[config.mk]
export PLATFORM = sky130hd
export DESIGN_NAME = nit_assembler
export DESIGN_NICKNAME = d
export VERILOG_FILES = /design/src/hdl/nit_pkg.sv /design/src/hdl/nit_assembler.sv
export SDC_FILE = /design/constraint.sdc
export NUM_CORES = 1
export LEC_CHECK = 0
export BUFFER_PORTS_ARGS = -buffer_cell sky130_fd_sc_hd__buf_4
export CAP_MARGIN = 10
export CORE_ASPECT_RATIO = 0.75
export CORE_UTILIZATION = 53
export DETAILED_ROUTE_END_ITERATION = 8
export PLACE_DENSITY = 0.77
export SLEW_MARGIN = 5
export SYNTH_ARGS = -nofsm -noshare
export SYNTH_HDL_FRONTEND = slang
export SYNTH_SLANG_ARGS = --single-unit
[constraint.sdc]
create_clock -name clk -period 3.2 [get_ports clk]
set_input_delay 0.64 -clock clk [delete_from_list [all_inputs] [get_ports clk]]
set_output_delay 0.64 -clock clk [all_outputs]
set_load 0.005 [all_outputs]
[src/hdl/nit_pkg.sv]
// Shared codes, constants, types and byte helpers of the name interning table.
package nit_pkg;

	localparam int OPCODE_W = 2;
	localparam int CHAR_W   = 8;
	localparam int INDEX_W  = 6;
	localparam int ID_W     = 6;

	localparam logic [OPCODE_W-1:0] OP_APPEND = 2'd0;
	localparam logic [OPCODE_W-1:0] OP_LOOKUP = 2'd1;
	localparam logic [OPCODE_W-1:0] OP_READ   = 2'd2;
	localparam logic [OPCODE_W-1:0] OP_CLEAR  = 2'd3;

	localparam logic KIND_ID   = 1'b0;
	localparam logic KIND_BYTE = 1'b1;

	localparam logic [CHAR_W-1:0] CH_NUL        = 8'h00;
	localparam logic [CHAR_W-1:0] CH_SPACE      = 8'h20;
	localparam logic [CHAR_W-1:0] CH_UNDERSCORE = 8'h5F;
	localparam logic [CHAR_W-1:0] CASE_OFFSET   = 8'h20;

	localparam int DEFAULT_LEN = 7;
	localparam logic [CHAR_W-1:0] DEFAULT_TEXT [DEFAULT_LEN] =
		'{8'h44, 8'h45, 8'h46, 8'h41, 8'h55, 8'h4C, 8'h54};

	// control from the sequencer to the name assembler
	typedef struct packed {
		logic              append;
		logic              clear;
		logic [CHAR_W-1:0] char_byte;
	} asm_ctl_t;

	// space -> underscore, lower case -> upper case
	function automatic logic [CHAR_W-1:0] canon_char(input logic [CHAR_W-1:0] c);
		logic [CHAR_W-1:0] r;
		r = c;
		if (c == CH_SPACE) begin
			r = CH_UNDERSCORE;
		end else if (c inside {[8'h61:8'h7A]}) begin
			r = c - CASE_OFFSET;
		end
		return r;
	endfunction

	// byte i of the zero padded default name
	function automatic logic [CHAR_W-1:0] default_char(input int unsigned i);
		logic [CHAR_W-1:0] r;
		r = CH_NUL;
		if (i < DEFAULT_LEN) begin
			r = DEFAULT_TEXT[i[2:0]];
		end
		return r;
	endfunction

endpackage

[src/hdl/nit_assembler.sv]
// Name assembler: canonicalizes incoming bytes and builds the name row.
module nit_assembler #(
	parameter int NAME_LEN = 16
) (
	input  logic                         clk,
	input  logic                         arst_n,
	input  nit_pkg::asm_ctl_t            ctl,
	output logic [(NAME_LEN-1)*8-1:0]    name_row
);
	import nit_pkg::*;

	localparam int KEEP_LEN = NAME_LEN - 1;
	localparam int ROW_W    = KEEP_LEN * CHAR_W;
	localparam int LEN_W    = $clog2(NAME_LEN);

	logic [CHAR_W-1:0] chars_q [KEEP_LEN];
	logic [LEN_W-1:0]  len_q;
	logic [ROW_W-1:0]  def_row;
	logic [ROW_W-1:0]  buf_row;
	logic              take;

	assign take = ctl.append && (ctl.char_byte != CH_NUL) && (len_q < LEN_W'(KEEP_LEN));

	always_ff @(posedge clk or negedge arst_n) begin
		if (!arst_n) begin
			len_q <= '0;
			for (int i = 0; i < KEEP_LEN; i++) begin
				chars_q[i] <= CH_NUL;
			end
		end else if (ctl.clear) begin
			len_q <= '0;
			for (int i = 0; i < KEEP_LEN; i++) begin
				chars_q[i] <= CH_NUL;
			end
		end else if (take) begin
			for (int i = 0; i < KEEP_LEN; i++) begin
				if (len_q == LEN_W'(i)) begin
					chars_q[i] <= canon_char(ctl.char_byte);
				end
			end
			len_q <= len_q + LEN_W'(1);
		end
	end

	for (genvar g = 0; g < KEEP_LEN; g++) begin : g_row
		assign def_row[g*CHAR_W +: CHAR_W] = default_char(g);
		assign buf_row[g*CHAR_W +: CHAR_W] = chars_q[g];
	end

	// an empty name stands for the default name
	assign name_row = (len_q == '0) ? def_row : buf_row;

endmodule

==> impl_metrics.yaml <==
layout:
  drive_gt1_share_pct: 28.4
  post-route-util_pct: 69.9
  syn2layout_area_growth_pct: 25.9
  final_area_um2: 8300
  final_common_cell: "buf_4"
  fin_nets: 794
  fin_cells: 951
  fill_cells: 866
  antenna_cells: 0
  layout_common_cells: "buf_4, nor2b_1, dfrtp_1"
clock_tree:
  root_buffer: "clkbuf_16"
  clk_path_buf_depth: 2
  numCtsBuffers: 17
  clock_latency_ns: 0.41
  clk_pin_slew_ns: 0.05
  cts_tree: "yes"
  cts_setup_buffers: 0
  clock-sinks: 124
  cts_resized: 0
  h-tree-depth: 4
  cts_hold_buf: 0
pwr:
  finalPower_mw: 3.92
  ir_worst_vdd_uv: 437
  leakagePower_nw: 3.66
  power.density_nw_per_um2: 473
synth:
  synth-simple-area-share_pct: 27.6
  ys_ff_latch: 124
  synth_top_family_by_area: "simple AND/OR/NAND/NOR gates"
  synth_xor_area_share_pct: 0.133
  ys_top_cells_by_area: "dfrtp_1, nor2b_1, o21ai_0"
  seq_area_frac_synth_pct: 47.1
  synth_area_um2: 6590
  syn_avg_cell_area_um2: 10.0
  ys_warn_count: 0
  synth_fa_ha_area_share_pct: 1.14
  ys_types: 44
  syn_inst: 657
  synth_top_area_share_pct: 47.1
  synth_nets: 675
  yosysTopAreaCell: "dfrtp_1"
  synthMuxAreaShare_pct: 6.23
  synth-compound-area-share_pct: 13.2
timing:
  slew_headroom_pct: 28.3
  tightest_slew_ns: 1.08
  fin_crit_ns: 2.85
  setup_violations: 0
  tns_ns: 0
  maxClockFrequency_mhz: 351
  hold_violations: 0
  rsz0062_at_grt: "no"
  period_share_pct: 89.0
  fin_skew_ns: 0.00606
  maxSlewViolCount: 0
critical_path:
  crit_type: "flop to output pin"
  cp-start-kind: "flop"
  cp_slowest_cell: "dfrtp_1"
  cp.arrival_ns: 2.21
  path_cells: "or2_2 -> nor2_4 -> buf_12 -> or2_2 -> buf_4"
  critPathMaxFanout: 120
  critPathCaptureType: "output pin"
  cp_common_cell: "or2_2"
  r2r_end: "buf_row[39]"
  critPathMaxStageDelay_ns: 0.50
  r2r_cells: 6
  required_ns: 2.56
  r2r_slack_ns: 0.89
  r2r-start: "len_q[0]"
place:
  place_area_um2: 7710
  portBuffers: 131
  place.gp.congestion: 0.860
  dp_cells: 919
  hpwl_um: 10800
global_routing:
  grt_pass1_vias: 5168
  grt_pass1_wl_um: 27600
  grt.total_usage_pct: 28.0
  antenna_found_initial: 0
  overflow: 0
  grt_max_degree: 121
floorplan:
  boundaryPins: 132
  initial_core_util_pct: 55.5
  fp.dieArea_um2: 12900
  core_um2: 11900
  die_x_um: 131
  die_y_um: 98.6
  num_rows: 34
routing:
  firstDrtPassIters: 4
  ant_nets: 0
  drc: 0
  top_layer_used: "met4"
  drt-wirelength-per-cell_um: 18.1
  wl_met1_um: 8360
  first_iter_violations: 424
  wl_met3_um: 991
  dr_wl_met2_um: 7600
  via_per_inst: 5.63
  vias: 5352
  routed_wl_um: 17200
worst_hold_path:
  hold_class: "input pin to asynchronous set/reset pin"
run_status:
  outcome: "completed"
job:
  cap_violations: 0
## layer usage
metal | track usage [%] | up-vias
li1 | - | 2494
met1 | 43.1 | 2642
met2 | 40.0 | 187
met3 | 4.99 | 29
met4 | 8.75 | 0
met5 | 0 | -
## where the power goes
part	internal, mW	leakage, nW	switching (mW)	total (mW)
registers	1.59	1.73	0.0133	1.60
clock network	1.20	0.289	0.686	1.89
logic	0.160	1.64	0.271	0.431
total	2.95	3.66	0.971	3.92
## cells in the mapped netlist (all sizes together)
| library cell | n |
|---|---|
| o22ai | 8 |
| or2 | 21 |
| or3 | 1 |
| or3b | 50 |
| mux2i | 41 |
| a21oi | 10 |
| nor4 | 2 |
| buf | 15 |
| nand4b | 8 |
| ha | 6 |
| a211oi | 6 |
| nand3 | 8 |
| a31oi | 1 |
| inv | 16 |
| and3 | 2 |
| o211ai | 3 |
| a221oi | 1 |
| nor2b | 125 |
| o21ai | 111 |
| o31ai | 1 |
| clkbuf | 34 |
| nor2 | 6 |
| and2 | 1 |
| nand2 | 14 |
| xnor2 | 1 |
| nor3 | 1 |
| nand2b | 27 |
| o211a | 1 |
| a311o | 1 |
| nand4 | 1 |
| a41o | 1 |
| a22o | 1 |
| a211o | 2 |
| nand3b | 6 |
| dfrtp | 124 |
## layout make-up
type | count | area (µm²) | share of cell area [%]
Clock buffer | 21 | 470 | 5.67
Inverter | 16 | 60.1 | 0.724
Multi-Input combinational cell | 468 | 3210 | 38.7
Sequential cell | 124 | 3100 | 37.4
Tap cell | 162 | 203 | 2.44
Clock inverter | 11 | 118 | 1.42
Timing Repair Buffer | 149 | 1130 | 13.6
## worst max-delay path: cells and delay by family (launching register included)
family / cells / cell delay [ns]
flip-flops: 1 / 0.50
buffers and inverters: 2 / 0.47
AND/OR/NAND/NOR: 3 / 0.75
## registers in the layout, indices dropped and copies added, names as in the netlist
register  cells
buf_row     120
len_q         4
## cell families (layout without fill, tap and decap cells)
group / Yosys count / after routing
compound gates: 147 / 147
buf+inv: 65 / 197
mux: 41 / 41
xor+xnor: 1 / 1
fa+ha+maj: 6 / 6
simple gates: 273 / 273
flops: 124 / 124
## per-stage QoR
| stage | setup slack [ns] | hold WS [ns] |
|---|---|---|
| 2_1_floorplan | 1.02 | 0.344 |
| 3_3_place_gp | 0.658 | 0.509 |
| 6_report | 0.353 | 0.247 |
| 3_5_place_dp | 0.608 | 0.508 |
| 4_1_cts | 0.373 | 0.273 |
| 5_1_grt | 0.244 | 0.293 |
## worst max path at each step
stage,slack (ns),startpoint,cells after the start,to
2_1_floorplan,1.02,len_q[0],7,name_row[0]
3_3_place_gp,0.66,ctl[6],7,buf_row[119]
3_5_place_dp,0.61,ctl[3],6,buf_row[111]
4_1_cts,0.37,len_q[2],5,name_row[22]
5_1_grt,0.24,len_q[0],7,name_row[52]
6_report,0.35,len_q[2],5,name_row[46]
No activity file was read; power rests on OpenSTA's default activity.
