## src/hdl/nit_pkg.sv

```systemverilog
// Shared codes, constants, types and byte helpers of the name interning table.
package nit_pkg;

	localparam int OPCODE_W = 2;
	localparam int CHAR_W   = 8;
	localparam int INDEX_W  = 6;
	localparam int ID_W     = 6;

	localparam logic [OPCODE_W-1:0] OP_APPEND = 2'd0;
	localparam logic [OPCODE_W-1:0] OP_LOOKUP = 2'd1;
	localparam logic [OPCODE_W-1:0] OP_READ   = 2'd2;
	localparam logic [OPCODE_W-1:0] OP_CLEAR  = 2'd3;

	localparam logic KIND_ID   = 1'b0;
	localparam logic KIND_BYTE = 1'b1;

	localparam logic [CHAR_W-1:0] CH_NUL        = 8'h00;
	localparam logic [CHAR_W-1:0] CH_SPACE      = 8'h20;
	localparam logic [CHAR_W-1:0] CH_UNDERSCORE = 8'h5F;
	localparam logic [CHAR_W-1:0] CASE_OFFSET   = 8'h20;

	localparam int DEFAULT_LEN = 7;
	localparam logic [CHAR_W-1:0] DEFAULT_TEXT [DEFAULT_LEN] =
		'{8'h44, 8'h45, 8'h46, 8'h41, 8'h55, 8'h4C, 8'h54};

	// control from the sequencer to the name assembler
	typedef struct packed {
		logic              append;
		logic              clear;
		logic [CHAR_W-1:0] char_byte;
	} asm_ctl_t;

	// space -> underscore, lower case -> upper case
	function automatic logic [CHAR_W-1:0] canon_char(input logic [CHAR_W-1:0] c);
		logic [CHAR_W-1:0] r;
		r = c;
		if (c == CH_SPACE) begin
			r = CH_UNDERSCORE;
		end else if (c inside {[8'h61:8'h7A]}) begin
			r = c - CASE_OFFSET;
		end
		return r;
	endfunction

	// byte i of the zero padded default name
	function automatic logic [CHAR_W-1:0] default_char(input int unsigned i);
		logic [CHAR_W-1:0] r;
		r = CH_NUL;
		if (i < DEFAULT_LEN) begin
			r = DEFAULT_TEXT[i[2:0]];
		end
		return r;
	endfunction

endpackage

```

## src/hdl/nit_in_if.sv

```systemverilog
// Request channel: opcode, name byte and read index with valid/ready.
interface nit_in_if;
	import nit_pkg::*;

	logic                valid;
	logic                ready;
	logic [OPCODE_W-1:0] opcode;
	logic [CHAR_W-1:0]   char_byte;
	logic [INDEX_W-1:0]  entry_index;

	modport source (output valid, output opcode, output char_byte, output entry_index,
		input ready);
	modport sink (input valid, input opcode, input char_byte, input entry_index,
		output ready);
endinterface

```

## src/hdl/nit_out_if.sv

```systemverilog
// Result channel: id answers and name bytes with valid/ready.
interface nit_out_if;
	import nit_pkg::*;

	logic              valid;
	logic              ready;
	logic              result_kind;
	logic [ID_W-1:0]   entry_id;
	logic [CHAR_W-1:0] name_byte;
	logic              last;

	modport source (output valid, output result_kind, output entry_id, output name_byte,
		output last, input ready);
	modport sink (input valid, input result_kind, input entry_id, input name_byte,
		input last, output ready);
endinterface

```

## src/hdl/nit_seq.sv

```systemverilog
// Sequencer: opcode dispatch, linear table search, append, read-out and result register.
module nit_seq #(
	parameter int ENTRIES  = 64,
	parameter int NAME_LEN = 16
) (
	input  logic                           clk,
	input  logic                           arst_n,
	nit_in_if.sink                         req,
	nit_out_if.source                      rsp,
	output nit_pkg::asm_ctl_t              asm_ctl,
	input  logic [(NAME_LEN-1)*8-1:0]      name_row,
	output logic                           rd_en,
	output logic [$clog2(ENTRIES)-1:0]     rd_addr,
	output logic                           wr_en,
	output logic [$clog2(ENTRIES)-1:0]     wr_addr,
	output logic [(NAME_LEN-1)*8-1:0]      wr_data,
	input  logic [(NAME_LEN-1)*8-1:0]      rd_data
);
	import nit_pkg::*;

	localparam int KEEP_LEN = NAME_LEN - 1;
	localparam int ROW_W    = KEEP_LEN * CHAR_W;
	localparam int IDX_W    = $clog2(ENTRIES);
	localparam int CNT_W    = $clog2(ENTRIES + 1);

	localparam logic [2:0] S_IDLE   = 3'd0;
	localparam logic [2:0] S_SEARCH = 3'd1;
	localparam logic [2:0] S_ANSWER = 3'd2;
	localparam logic [2:0] S_RDWAIT = 3'd3;
	localparam logic [2:0] S_EMIT   = 3'd4;

	logic [2:0]        state_q;
	logic [CNT_W-1:0]  count_q;
	logic [CNT_W-1:0]  rd_idx_q;
	logic              vld_s1;
	logic [CNT_W-1:0]  idx_s1;
	logic [ROW_W-1:0]  canon_q;
	logic [ROW_W-1:0]  row_q;
	logic [ID_W-1:0]   id_q;

	logic              valid_q;
	logic              kind_q;
	logic [ID_W-1:0]   id_out_q;
	logic [CHAR_W-1:0] byte_q;
	logic              last_q;

	logic              accept;
	logic [ID_W-1:0]   rid;
	logic              search_rd;
	logic              hit;
	logic              miss;
	logic              room;
	logic              out_free;
	logic              load;
	logic [ROW_W-1:0]  row_nxt;
	logic              emit_last;

	assign req.ready = (state_q == S_IDLE);
	assign accept    = req.valid && (state_q == S_IDLE);

	// ids at or above the count read entry 0
	assign rid = (32'(req.entry_index) < 32'(count_q)) ? req.entry_index : '0;

	assign search_rd = (state_q == S_SEARCH) && (rd_idx_q < count_q);
	assign hit       = vld_s1 && (rd_data == canon_q);
	assign miss      = !vld_s1 && (rd_idx_q == count_q);
	assign room      = count_q < CNT_W'(ENTRIES);

	assign rd_en   = search_rd || (accept && (req.opcode == OP_READ));
	assign rd_addr = search_rd ? rd_idx_q[IDX_W-1:0] : IDX_W'(rid);
	assign wr_en   = (state_q == S_SEARCH) && !hit && miss && room;
	assign wr_addr = count_q[IDX_W-1:0];
	assign wr_data = canon_q;

	assign asm_ctl.append    = accept && (req.opcode == OP_APPEND);
	assign asm_ctl.clear     = accept && (req.opcode == OP_LOOKUP);
	assign asm_ctl.char_byte = req.char_byte;

	assign out_free  = !valid_q || rsp.ready;
	assign load      = ((state_q == S_ANSWER) || (state_q == S_EMIT)) && out_free;
	assign row_nxt   = row_q >> CHAR_W;
	assign emit_last = (row_nxt[CHAR_W-1:0] == CH_NUL);

	always_ff @(posedge clk or negedge arst_n) begin
		if (!arst_n) begin
			state_q  <= S_IDLE;
			count_q  <= CNT_W'(1);
			rd_idx_q <= '0;
			vld_s1   <= 1'b0;
			valid_q  <= 1'b0;
		end else begin
			vld_s1 <= search_rd;
			if (search_rd) begin
				rd_idx_q <= rd_idx_q + CNT_W'(1);
			end
			if (load) begin
				valid_q <= 1'b1;
			end else if (rsp.ready) begin
				valid_q <= 1'b0;
			end
			case (state_q)
				S_IDLE: begin
					if (accept) begin
						case (req.opcode)
							OP_LOOKUP: begin
								state_q  <= S_SEARCH;
								rd_idx_q <= '0;
							end
							OP_READ:  state_q <= S_RDWAIT;
							OP_CLEAR: count_q <= CNT_W'(1);
							default: ;
						endcase
					end
				end
				S_SEARCH: begin
					if (hit) begin
						state_q <= S_ANSWER;
					end else if (miss) begin
						if (room) begin
							count_q <= count_q + CNT_W'(1);
						end
						state_q <= S_ANSWER;
					end
				end
				S_ANSWER: begin
					if (out_free) begin
						state_q <= S_IDLE;
					end
				end
				S_RDWAIT: state_q <= S_EMIT;
				S_EMIT: begin
					if (out_free && emit_last) begin
						state_q <= S_IDLE;
					end
				end
				default: state_q <= S_IDLE;
			endcase
		end
	end

	always_ff @(posedge clk) begin
		idx_s1 <= rd_idx_q;
		if (asm_ctl.clear) begin
			canon_q <= name_row;
		end
		if (accept && (req.opcode == OP_READ)) begin
			id_q <= rid;
		end else if ((state_q == S_SEARCH) && hit) begin
			id_q <= ID_W'(idx_s1);
		end else if ((state_q == S_SEARCH) && miss) begin
			id_q <= room ? ID_W'(count_q) : '0;
		end
		if (state_q == S_RDWAIT) begin
			row_q <= rd_data;
		end else if ((state_q == S_EMIT) && out_free) begin
			row_q <= row_nxt;
		end
		if (load) begin
			id_out_q <= id_q;
			if (state_q == S_EMIT) begin
				kind_q <= KIND_BYTE;
				byte_q <= row_q[CHAR_W-1:0];
				last_q <= emit_last;
			end else begin
				kind_q <= KIND_ID;
				byte_q <= CH_NUL;
				last_q <= 1'b1;
			end
		end
	end

	assign rsp.valid       = valid_q;
	assign rsp.result_kind = kind_q;
	assign rsp.entry_id    = id_out_q;
	assign rsp.name_byte   = byte_q;
	assign rsp.last        = last_q;

endmodule

```

## src/flat_wrapper.sv

```systemverilog
// flat-port wrapper written by rule: the top's interface ports become plain ports
module nit_seq_flat import nit_pkg::*;
#(
	parameter int ENTRIES  = 64,
	parameter int NAME_LEN = 16
)
  (clk, arst_n, asm_ctl, name_row, rd_en, rd_addr, wr_en, wr_addr, wr_data, rd_data, req_valid, req_opcode, req_char_byte, req_entry_index, req_ready, rsp_valid, rsp_result_kind, rsp_entry_id, rsp_name_byte, rsp_last, rsp_ready);
  nit_in_if req_i ();
  nit_out_if rsp_i ();
  input  logic clk;
  input  logic arst_n;
  output nit_pkg::asm_ctl_t asm_ctl;
  input  logic [(NAME_LEN-1)*8-1:0] name_row;
  output logic rd_en;
  output logic [$clog2(ENTRIES)-1:0] rd_addr;
  output logic wr_en;
  output logic [$clog2(ENTRIES)-1:0] wr_addr;
  output logic [(NAME_LEN-1)*8-1:0] wr_data;
  input  logic [(NAME_LEN-1)*8-1:0] rd_data;
  input wire logic [$bits(req_i.valid)-1:0] req_valid;
  input wire logic [$bits(req_i.opcode)-1:0] req_opcode;
  input wire logic [$bits(req_i.char_byte)-1:0] req_char_byte;
  input wire logic [$bits(req_i.entry_index)-1:0] req_entry_index;
  output wire logic [$bits(req_i.ready)-1:0] req_ready;
  output wire logic [$bits(rsp_i.valid)-1:0] rsp_valid;
  output wire logic [$bits(rsp_i.result_kind)-1:0] rsp_result_kind;
  output wire logic [$bits(rsp_i.entry_id)-1:0] rsp_entry_id;
  output wire logic [$bits(rsp_i.name_byte)-1:0] rsp_name_byte;
  output wire logic [$bits(rsp_i.last)-1:0] rsp_last;
  input wire logic [$bits(rsp_i.ready)-1:0] rsp_ready;
  assign req_i.valid = req_valid;
  assign req_i.opcode = req_opcode;
  assign req_i.char_byte = req_char_byte;
  assign req_i.entry_index = req_entry_index;
  assign req_ready = req_i.ready;
  assign rsp_valid = rsp_i.valid;
  assign rsp_result_kind = rsp_i.result_kind;
  assign rsp_entry_id = rsp_i.entry_id;
  assign rsp_name_byte = rsp_i.name_byte;
  assign rsp_last = rsp_i.last;
  assign rsp_i.ready = rsp_ready;
  nit_seq #(.ENTRIES(ENTRIES), .NAME_LEN(NAME_LEN)) u_core (.clk(clk), .arst_n(arst_n), .req(req_i), .rsp(rsp_i), .asm_ctl(asm_ctl), .name_row(name_row), .rd_en(rd_en), .rd_addr(rd_addr), .wr_en(wr_en), .wr_addr(wr_addr), .wr_data(wr_data), .rd_data(rd_data));
endmodule
```

## config.mk

```make
export PLATFORM = sky130hd
export DESIGN_NAME = nit_seq_flat
export DESIGN_NICKNAME = d
export VERILOG_FILES = /design/src/hdl/nit_pkg.sv /design/src/hdl/nit_in_if.sv /design/src/hdl/nit_out_if.sv /design/src/hdl/nit_seq.sv /design/src/flat_wrapper.sv
export SDC_FILE = /design/constraint.sdc
export NUM_CORES = 1
export LEC_CHECK = 0
export ABC_AREA = 1
export BUFFER_PORTS_ARGS = -buffer_cell sky130_fd_sc_hd__buf_2
export CORE_MARGIN = 8
export CORE_UTILIZATION = 55
export DETAILED_ROUTE_END_ITERATION = 10
export GPL_TIMING_DRIVEN = 0
export PLACE_DENSITY_LB_ADDON = 0.1
export SETUP_SLACK_MARGIN = 0.2
export SYNTH_ARGS = -nofsm -noshare
export SYNTH_HDL_FRONTEND = slang
export SYNTH_SLANG_ARGS = --single-unit
```

## constraint.sdc

```tcl
create_clock -name clk -period 19.1 [get_ports clk]
set_input_delay 1.91 -clock clk [delete_from_list [all_inputs] [get_ports clk]]
set_output_delay 1.91 -clock clk [all_outputs]
set_load 0.1 [all_outputs]
```

==> results.txt <==
In the synthesized netlist the dominant register cell turns out to be edfxtp_1. Dividing the detail-routed wire length by the instance count gives 18.7 microns. 422 I/O pins were placed.

The area of the core came out at 0.0250 sq mm. The minimum clock period came out at 5.88 ns. The run finished with clean final reports. The number of nets produced by synthesis came out at 1,811. By area the synthesized netlist is led by edfxtp_1 (57%), nand2_1 (14%), inv_1 (7.7%). The number of enable flip-flop cells after synthesis came out at 262. The clock latency on the worst-skew pair is 0.57 ns. Setup repair after global routing left no endpoint under its margin. The number of clock sinks is 287.

At the end of routability-driven placement, the weighted congestion stood at 0.887. The share of total power dissipated in combinational logic is 0.338. The post-cts resize count came out at 0. The detailed-route via count came out at 11,900.

The switching part of the total power is 0.390. The clock tree from TritonCTS is built. The final net count is 2,265. After legalization and detailed placement, the total HPWL measured 35,700 microns. In this run the vertical extent of the chip is 175 microns.

The post-detailed-route count of antenna-violating nets is 0. The CTS H-tree depth is 1. The biggest area contributor in the post-synthesis netlist is edfxtp_1. The critical path is of the in2out type. The final clock skew is 0.0241 ns. The post-synthesis cell count came out at 1,537. The final instance area came out at 0.0176 sq mm. The internal power of the cells totals 1.39 mW. The worst hold slack came out at 0.422 ns. The class of the most critical hold timing path is reg2reg. The peak fanout along the critical path came out at 38.

The worst setup path is launched from an input pin. The utilization of the core after routing is 0.706. The number of antenna violations at the first check in global routing came to 14. The global-route wire length before repair came out at 65,700 microns. The total number of placement rows came out at 58. After the first detailed-routing iteration, the DRC count stood at 1,020. The final number of hold-violating endpoints was 0. The final period utilization is 0.308. The biggest cell delay along the critical path is 0.75 ns. Of the total power, the clock network draws 0.275. The share of post-route cells with drive strength above 1 is 0.261.

Dividing total power by cell area gives a power density of 129 mW/mm^2. The final count of pins violating max slew came out at 0. The worst IR drop on VDD is 0.125 mV. Once routing completed, OpenROAD measured the worst setup slack at 13.22 ns.

The sequential power share came out at 0.387. The routed via count divided by cell count came out at 5.05. Before CTS, the worst setup slack after placement is 13.17 ns. Compared with the post-synthesis result, the final layout area differs by 27.1%.

The share of flip-flops with an asynchronous set or reset is 0.0662. The share of synthesized area in the top cell type comes to 0.567. After synthesis, the netlist uses 42 different library cells. At the worst endpoint, the required time is 17.19 ns. Setup violations remaining at the end of the flow were counted as 0. Summed over all cells, the static leakage comes to 8.78 nW. Counting along the longest clock path gives a buffer depth of 3. The max-slew headroom at the worst pin is 0.373.

The final layout contains routed wiring with a total length of 44,000 microns. Timing would allow up to 0.170 GHz. The via count of the first global-routing pass came out at 11,900. The synthesized cell area is 0.0139 sq mm. After clock tree synthesis, the clock-pin slew on the worst setup and hold paths is 0.06 ns. The per-instance average area after synthesis is 9.03 sq um. After synthesis the netlist holds a flip-flop and latch count of 287.

The arrival time at the worst endpoint came out at 3.97 ns. The number of max-cap violations is 0. The dominant cell type by count on the critical path is buf_2. Summed over all nets, the switching power comes to 0.889 mW. For this run, design rule violations remaining after detail routing come to 0. Clock tree synthesis inserted a total of 31 buffers. For this run, the total global-route usage over all layers was measured as 0.280. The full die area is 0.0306 sq mm. The initial utilization of the core area, before any placement, comes to 0.556.

The number of buffers inserted by hold repair at cts is 0. The quantity of I/O buffers inserted on ports is 413. The sequential share of the synthesized area is 0.610. The total congestion overflow after global routing is 0. The accumulated negative setup slack is 0 ns. Entering global routing, the biggest net connects 39 pins. The die width came out at 175 microns.

The cell sitting at the root of the clock tree is a clkbuf_16. For the pin with the worst max-slew slack, the measured transition is 0.939 ns. Traced cell by cell, the critical path runs through buf_2, inv_1, or2_2, nor2_4, buf_12, buf_2. The worst setup path is captured at an output pin.

For this design, the slowest cell found on the critical path is nor2_4. The total number of yosys warnings came out at 0. The iteration count of the initial detailed-routing pass came out at 5.

Once the clock tree was built, the setup fixing pass inserted 0 buffers. The placed instances occupy a cell area of 0.0165 sq mm.
==> cell type report <==
cell class                      count  area [sq um]
Clock inverter                     25           274
Buffer                             41           213
Antenna cell                        7          17.5
Tap cell                          330           413
Sequential cell                   287          8460
Inverter                          292          1100
Clock buffer                       33           793
Timing Repair Buffer              421          2240
Fill cell                        2041          7330
Multi-Input combinational cell    917          4120
==> through the flow <==
step | power [mW] | cells
floorplan | 1.49 | 1537
global placement | 1.67 | 2280
detailed placement | 1.66 | 2288
CTS | 2.29 | 2346
global route | 2.37 | 2353
finish | 2.28 | 2353
==> power groups by stage <==
stage	logic, mW	registers [mW]	clock network (mW)
after floorplan	0.456	1.03	0
after global placement	0.732	0.938	0
after detailed placement	0.769	0.894	0
after CTS	0.771	0.882	0.634
after global routing	0.831	0.891	0.652
final	0.771	0.882	0.627
==> cell usage in the layout, fill, tap and decap left out, types with 7 or more instances in the layout <==
master and n:
nand3_1 34, clkinv_1 9, buf_4 14, ha_1 14, a21oi_1 12, clkbuf_1 21, edfxtp_1 262, o21ai_0 119
dfrtp_1 18, nor2_1 134, mux2_2 11, clkinv_2 8, clkbuf_16 31, diode_2 7, xnor2_1 14, inv_1 285
buf_2 418, nand2_1 534
==> registers in the layout, indices dropped and copies added (netlist names), 6 cells and up <==
name                  flops
u_core.idx_s1             6
u_core.rd_idx_q           7
u_core.count_q            7
u_core.id_q               6
u_core.rsp.name_byte      8
u_core.row_q            120
u_core.wr_data          120
u_core.rsp.entry_id       6
==> worst paths after layout <==
path / from / endpoint / slack, ns / depth (start not counted)
max in group asynchronous: arst_n / u_core.count_q[0] / 17.43 / 1
min: u_core.id_q[0] / u_core.rsp.entry_id[0] / 0.42 / 0
min reg2reg: u_core.id_q[0] / u_core.rsp.entry_id[0] / 0.42 / 0
min in group asynchronous: arst_n / u_core.count_q[4] / 1.31 / 1
max reg2reg: u_core.wr_data[23] / u_core.id_q[0] / 16.34 / 11
max: req_opcode[0] / asm_ctl[8] / 13.22 / 6
==> kinds of logic (layout without fill, tap and decap cells) <==
| logic type | Yosys count | count (layout) | share of synthesized area |
|---|---|---|---|
| other | 0 | 7 | 0 |
| AND/OR/NAND/NOR | 732 | 732 | 0.210 |
| AO/OA/AOI/OAI | 145 | 145 | 0.0545 |
| multiplexers | 11 | 11 | 0.00893 |
| flip-flops | 287 | 287 | 0.610 |
| buffers and inverters | 333 | 812 | 0.0945 |
| adder cells (fa/ha/maj) | 14 | 14 | 0.0126 |
| XOR/XNOR | 15 | 15 | 0.00947 |
==> worst max-delay path: cells and delay by family <==
family | cells | cell delay [ns]
buf+inv | 4 | 0.93
simple gates | 2 | 1.09
==> per-layer routing <==
layer | track usage | routed length (microns) | share of wire | vias to the layer above
met3 | 0.0937 | 4670 | 0.11 | 105
met1 | 0.321 | 16400 | 0.37 | 5436
li1 | - | - | - | 5757
met5 | 0 | 79 | 0.0018 | -
met4 | 0.103 | 1580 | 0.036 | 14
met2 | 0.481 | 21300 | 0.48 | 565
==> cell usage after synthesis, types with 2 or more instances <==
library cell  instances
a21oi_2               2
nor3_1                6
a21oi_1              12
nor2_1              136
dfxtp_1               6
ha_1                 14
clkbuf_1             20
o21ai_0             120
dfrtp_1              18
o22ai_1               2
buf_1                 2
a22oi_1               2
o21ai_1               2
buf_2                 5
inv_2                 5
inv_1               285
nor2_2                2
nand3_1              34
xnor2_1              14
nand2_1             534
nor2_4                2
buf_4                14
nor3_2                4
mux2_2               11
nor4_1                2
edfxtp_1            262
or2_2                 2
nand4_1               5
No activity file was read; power rests on OpenSTA's default activity.
